<file path="config.mk">
export PLATFORM = sky130hd
export DESIGN_NAME = bfba_mod
export DESIGN_NICKNAME = d
export VERILOG_FILES = /design/src/hw/rtl/bfba_pkg.sv /design/src/hw/rtl/bfba_mod.sv
export SDC_FILE = /design/constraint.sdc
export NUM_CORES = 1
export LEC_CHECK = 0
export ABC_CLOCK_PERIOD_IN_PS = 7140
export BUFFER_PORTS_ARGS = -buffer_cell sky130_fd_sc_hd__buf_2
export CAP_MARGIN = 20
export CORE_AREA = 2 2 71 100
export CTS_BUF_LIST = sky130_fd_sc_hd__clkbuf_16
export CTS_CLUSTER_SIZE = 40
export DETAILED_ROUTE_END_ITERATION = 8
export DIE_AREA = 0 0 73 102
export PLACE_DENSITY = 0.81
export SLEW_MARGIN = 10
export SYNTH_ARGS = -nofsm -noshare
export SYNTH_HDL_FRONTEND = slang
export SYNTH_SLANG_ARGS = --single-unit
</file>
<file path="constraint.sdc">
create_clock -name clk -period 7.14 [get_ports clk]
set_input_delay 0.357 -clock clk [delete_from_list [all_inputs] [get_ports clk]]
set_output_delay 0.357 -clock clk [all_outputs]
set_load 0.02 [all_outputs]
</file>
<file path="src/hw/rtl/bfba_pkg.sv">
package bfba_pkg;

  typedef enum logic [3:0] {
    ST_INIT,
    ST_IDLE,
    ST_FIT,
    ST_MOD,
    ST_TOTAL,
    ST_COMMIT_A,
    ST_FIND,
    ST_MERGE,
    ST_COMMIT_F,
    ST_DONE
  } state_t;

  localparam logic [1:0] CMD_ALLOC = 2'd0;
  localparam logic [1:0] CMD_FREE  = 2'd1;
  localparam logic [1:0] CMD_QUERY = 2'd2;

  localparam logic [1:0] STAT_OK       = 2'd0;
  localparam logic [1:0] STAT_NOFIT    = 2'd1;
  localparam logic [1:0] STAT_NOTFOUND = 2'd2;
  localparam logic [1:0] STAT_FULL     = 2'd3;

  localparam logic REG_POOL_SIZE = 1'b0;

  localparam int          ALIGN_BITS = 17;
  localparam logic [31:0] POOL_RESET = 32'd65536;

endpackage

</file>
<file path="src/hw/rtl/bfba_mod.sv">
// Restoring remainder, one dividend bit per cycle.
module bfba_mod #(
  parameter int DW = 32
) (
  input  logic                           clk,
  input  logic                           rst,
  input  logic                           start,
  input  logic [DW-1:0]                  dividend,
  input  logic [bfba_pkg::ALIGN_BITS-1:0] divisor,
  output logic                           done,
  output logic [bfba_pkg::ALIGN_BITS-1:0] rem
);

  localparam int VW = bfba_pkg::ALIGN_BITS;
  localparam int CNTW = $clog2(DW + 1);

  logic [DW-1:0]   sh;
  logic [CNTW-1:0] cnt;
  logic            busy;
  logic [VW:0]     trial;

  assign trial = {rem, sh[DW-1]};

  always_ff @(posedge clk) begin
    if (rst) begin
      busy <= 1'b0;
      done <= 1'b0;
      cnt  <= '0;
    end else begin
      done <= 1'b0;
      if (start) begin
        busy <= 1'b1;
        cnt  <= CNTW'(DW);
      end else if (busy) begin
        cnt <= cnt - 1'b1;
        if (cnt == CNTW'(1)) begin
          busy <= 1'b0;
          done <= 1'b1;
        end
      end
    end
  end

  always_ff @(posedge clk) begin
    if (start) begin
      sh  <= dividend;
      rem <= '0;
    end else if (busy) begin
      sh <= sh << 1;
      if (trial >= {1'b0, divisor}) begin
        rem <= VW'(trial - {1'b0, divisor});
      end else begin
        rem <= trial[VW-1:0];
      end
    end
  end

endmodule

</file>
==> run metrics <==
CP startpoint kind=register; Hold Path Depth=2; CP Depth=10; cts repair resizes=0; setup bufs post-CTS=0; final WL=about 7.7 mm; Final Util=0.6412; switch share=0.2676; crit path cell chain=inv_1, ha_1, inv_1, fa_1, a21o_1, a221oi_2, or4b_4, nand3_2, and3_1, a311o_1; Netlist cell types=58; Lkg Pwr=between 1.5 and 2 nW; Synth Instances=346; per-cell routed wire length=15.64 um; Place WS=approximately 4.2 ns; worst skew pair latency=0.32 ns; CP top delay family=compound AO/OA/AOI/OAI gates; synthesized flop and latch total=57; reg2reg end=rem[2]$_SDFFE_PP0P_; Layout Nets=483; Hold Crit Endpoint=cnt[5]$_SDFFE_PP0P_; VDD IR max=between 0.2 and 0.25 mV; Rel. slew slack=0.6045; Starting Density=0.5321; status=completed; final setup vio count=0; CORE AREA=~6500 um^2; Fin Setup TNS=0 ns; syn_area_per_cell=roughly 10 um^2; number of global-route vias before repair=around 2800; setup slack after layout=~4.1 ns; fin. max-slew vios=0; Worst Path Class, Setup=reg2reg; crit path launch=sh[31]$_DFFE_PP_; layout cell share with drive strength beyond 1=0.3077; Tmin final=approximately 3 ns; ys async rst share=0; r2r worst-path depth=10; P_int=a little over 0.8 mW; Clock Power Share=0.429; Crit. End Element=register; clk buf depth=2; worst endpoint required time=roughly 7.3 ns; register area share after synthesis=0.4209; Iter 0 DRT Violations=between 150 and 200; CP dominant cell by count=inv_1; RSZ-0062 raised after global routing=false; IO Count=70; mapped cell area=between 3000 and 4000 um^2; Top FF cell, synth=edfxtp_1; multi-input logic area=between 1500 and 2000 um^2; combinational fraction of design power=0.213; FF-to-FF setup slack=roughly 4.1 ns; slowest CP cell=a221oi_2; Area Growth Syn to Fin=20.50%; clk sink count=57; total grt overflow=0; Root Buffer=clkbuf_16; max-cap violations=0; worst-path fanout max=18; 1st-pass router iterations=4; die footprint=~7400 um^2; Tcrit/Tclk final=0.4223; input/output buffers=a little under 70; Final Hold Fails=0; row count=35; Worst Skew=around 0.0066 ns; crit-path max cell delay=about 0.41 ns; Worst Tran Pin Value=around 0.59 ns; placed wire-length estimate=5.471 mm; gr usage total=0.2187; CTS tree=yes; Reg clk slew, reported paths=roughly 0.050 ns; Synth Warn #=0; Die X=73 um; hold buffers post-CTS=0; # fillers=approximately 520; sequential power share=0.358; antenna viol nets, final=0; RePlAce Congestion=between 0.9 and 1; vias per cell=5.869; die height=~100 um; TritonCTS buffer count=9; first-pass GRT wire length=about 13 mm; Reg area=roughly 1500 um^2; worst min-delay path category=in2reg; HP Start=rst; pwr/cell area=roughly 270 nW/um^2; f_max=about 330 MHz; Post-synth EDFFs=32; initial antenna violation count=0; via count=2876; number of H-tree levels=3; WP data arrival=~3.2 ns; DRC violations left=0; ANT cells=0; Mapped Nets=418; largest net degree at the start of global routing=between 50 and 60; worst path bufs/invs=2; RR Startpoint=sh[31]$_DFFE_PP_; Switching Power=just over 0.3 mW
-- routing by layer --
layer | vias to the layer above | global-route usage | routed length (um)
met4 | 0 | 0.1197 | 233
li1 | 1404 | - | -
met2 | 108 | 0.3714 | 3913
met3 | 24 | 0.06213 | 483
met5 | - | 0 | 0
met1 | 1340 | 0.2434 | 3033
-- power groups by stage --
| stage | logic [mW] | registers, mW | clock network, mW |
|---|---|---|---|
| 2_1_floorplan | 0.171 | 0.415 | 0 |
| 3_3_place_gp | 0.231 | 0.409 | 0 |
| 3_5_place_dp | 0.237 | 0.410 | 0 |
| 4_1_cts | 0.238 | 0.404 | 0.492 |
| 5_1_grt | 0.263 | 0.407 | 0.506 |
| 6_report | 0.241 | 0.403 | 0.484 |
-- layout by cell type, fill, tap and decap left out, types with 2 or more instances in the layout --
master / n
buf_2: 69
edfxtp_1: 32
mux2_2: 31
nor2_1: 29
inv_1: 27
dfxtp_1: 25
nand2_1: 22
ha_1: 19
a21oi_1: 16
a211oi_1: 13
o21ai_0: 12
nand3_1: 11
mux2i_1: 9
clkbuf_16: 9
xnor2_1: 8
nor3_1: 6
xor2_1: 6
and3_1: 5
o21a_1: 5
a21o_1: 4
or3_1: 3
o31ai_1: 3
bufinv_16: 3
clkinv_2: 3
buf_4: 3
nand4_1: 2
a22oi_1: 2
o32a_1: 2
o21bai_1: 2
a311oi_1: 2
nand2b_1: 2
o22ai_1: 2
a31o_2: 2
-- flip-flops by register name, summed over array words and instances, names as in the netlist --
name  count
cnt       6
busy      1
done      1
rem      17
sh       32
-- logic make-up (layout without fill, tap and decap cells) --
logic type	count (synthesis)	count (layout)	synth area share
compound gates	79	79	0.1607
xor+xnor	14	14	0.03532
fa+ha+maj	20	20	0.07424
buf+inv	45	115	0.05297
flops	57	57	0.4209
mux	41	41	0.1308
simple gates	90	90	0.1250
-- cell usage after synthesis (11+ instances only) --
| cell type | number | share of area |
|---|---|---|
| a211oi_1 | 13 | 0.028 |
| a21oi_1 | 16 | 0.023 |
| clkbuf_1 | 13 | 0.014 |
| dfxtp_1 | 25 | 0.14 |
| edfxtp_1 | 32 | 0.28 |
| ha_1 | 19 | 0.068 |
| inv_1 | 27 | 0.029 |
| mux2_2 | 31 | 0.10 |
| nand2_1 | 22 | 0.024 |
| nand3_1 | 11 | 0.016 |
| nor2_1 | 29 | 0.031 |
| o21ai_0 | 12 | 0.017 |
-- through the flow --
| step | power [mW] | hold WS, ns | area [um^2] | cells |
|---|---|---|---|---|
| global placement | 0.6398 | 0.4752 | 3850 | 474 |
| floorplan | 0.5864 | 0.4261 | 3472 | 346 |
| detailed placement | 0.6460 | 0.4983 | 3850 | 474 |
| finish | 1.128 | 0.2157 | 4184 | 490 |
| global route | 1.176 | 0.2142 | 4184 | 490 |
| CTS | 1.134 | 0.2114 | 4184 | 490 |
-- worst max-delay path by stage --
| stage | end | slack (ns) |
|---|---|---|
| 6_report | rem[2]$_SDFFE_PP0P_ | 4.13 |
| 5_1_grt | rem[2]$_SDFFE_PP0P_ | 3.97 |
| 4_1_cts | rem[2]$_SDFFE_PP0P_ | 4.13 |
| 3_5_place_dp | rem[2]$_SDFFE_PP0P_ | 4.17 |
| 3_3_place_gp | rem[2]$_SDFFE_PP0P_ | 4.20 |
| 2_1_floorplan | rem[0]$_SDFFE_PP0P_ | 4.60 |
-- cell type report --
type / instances / share of cell area
clock inverter: 7 / 0.02602
inverter: 27 / 0.02422
multi-input combinational: 244 / 0.4366
timing repair buffer: 72 / 0.08792
tap: 74 / 0.02213
sequential: 57 / 0.3493
clock buffer: 9 / 0.05383
Power figures use the tool's default switching activity.
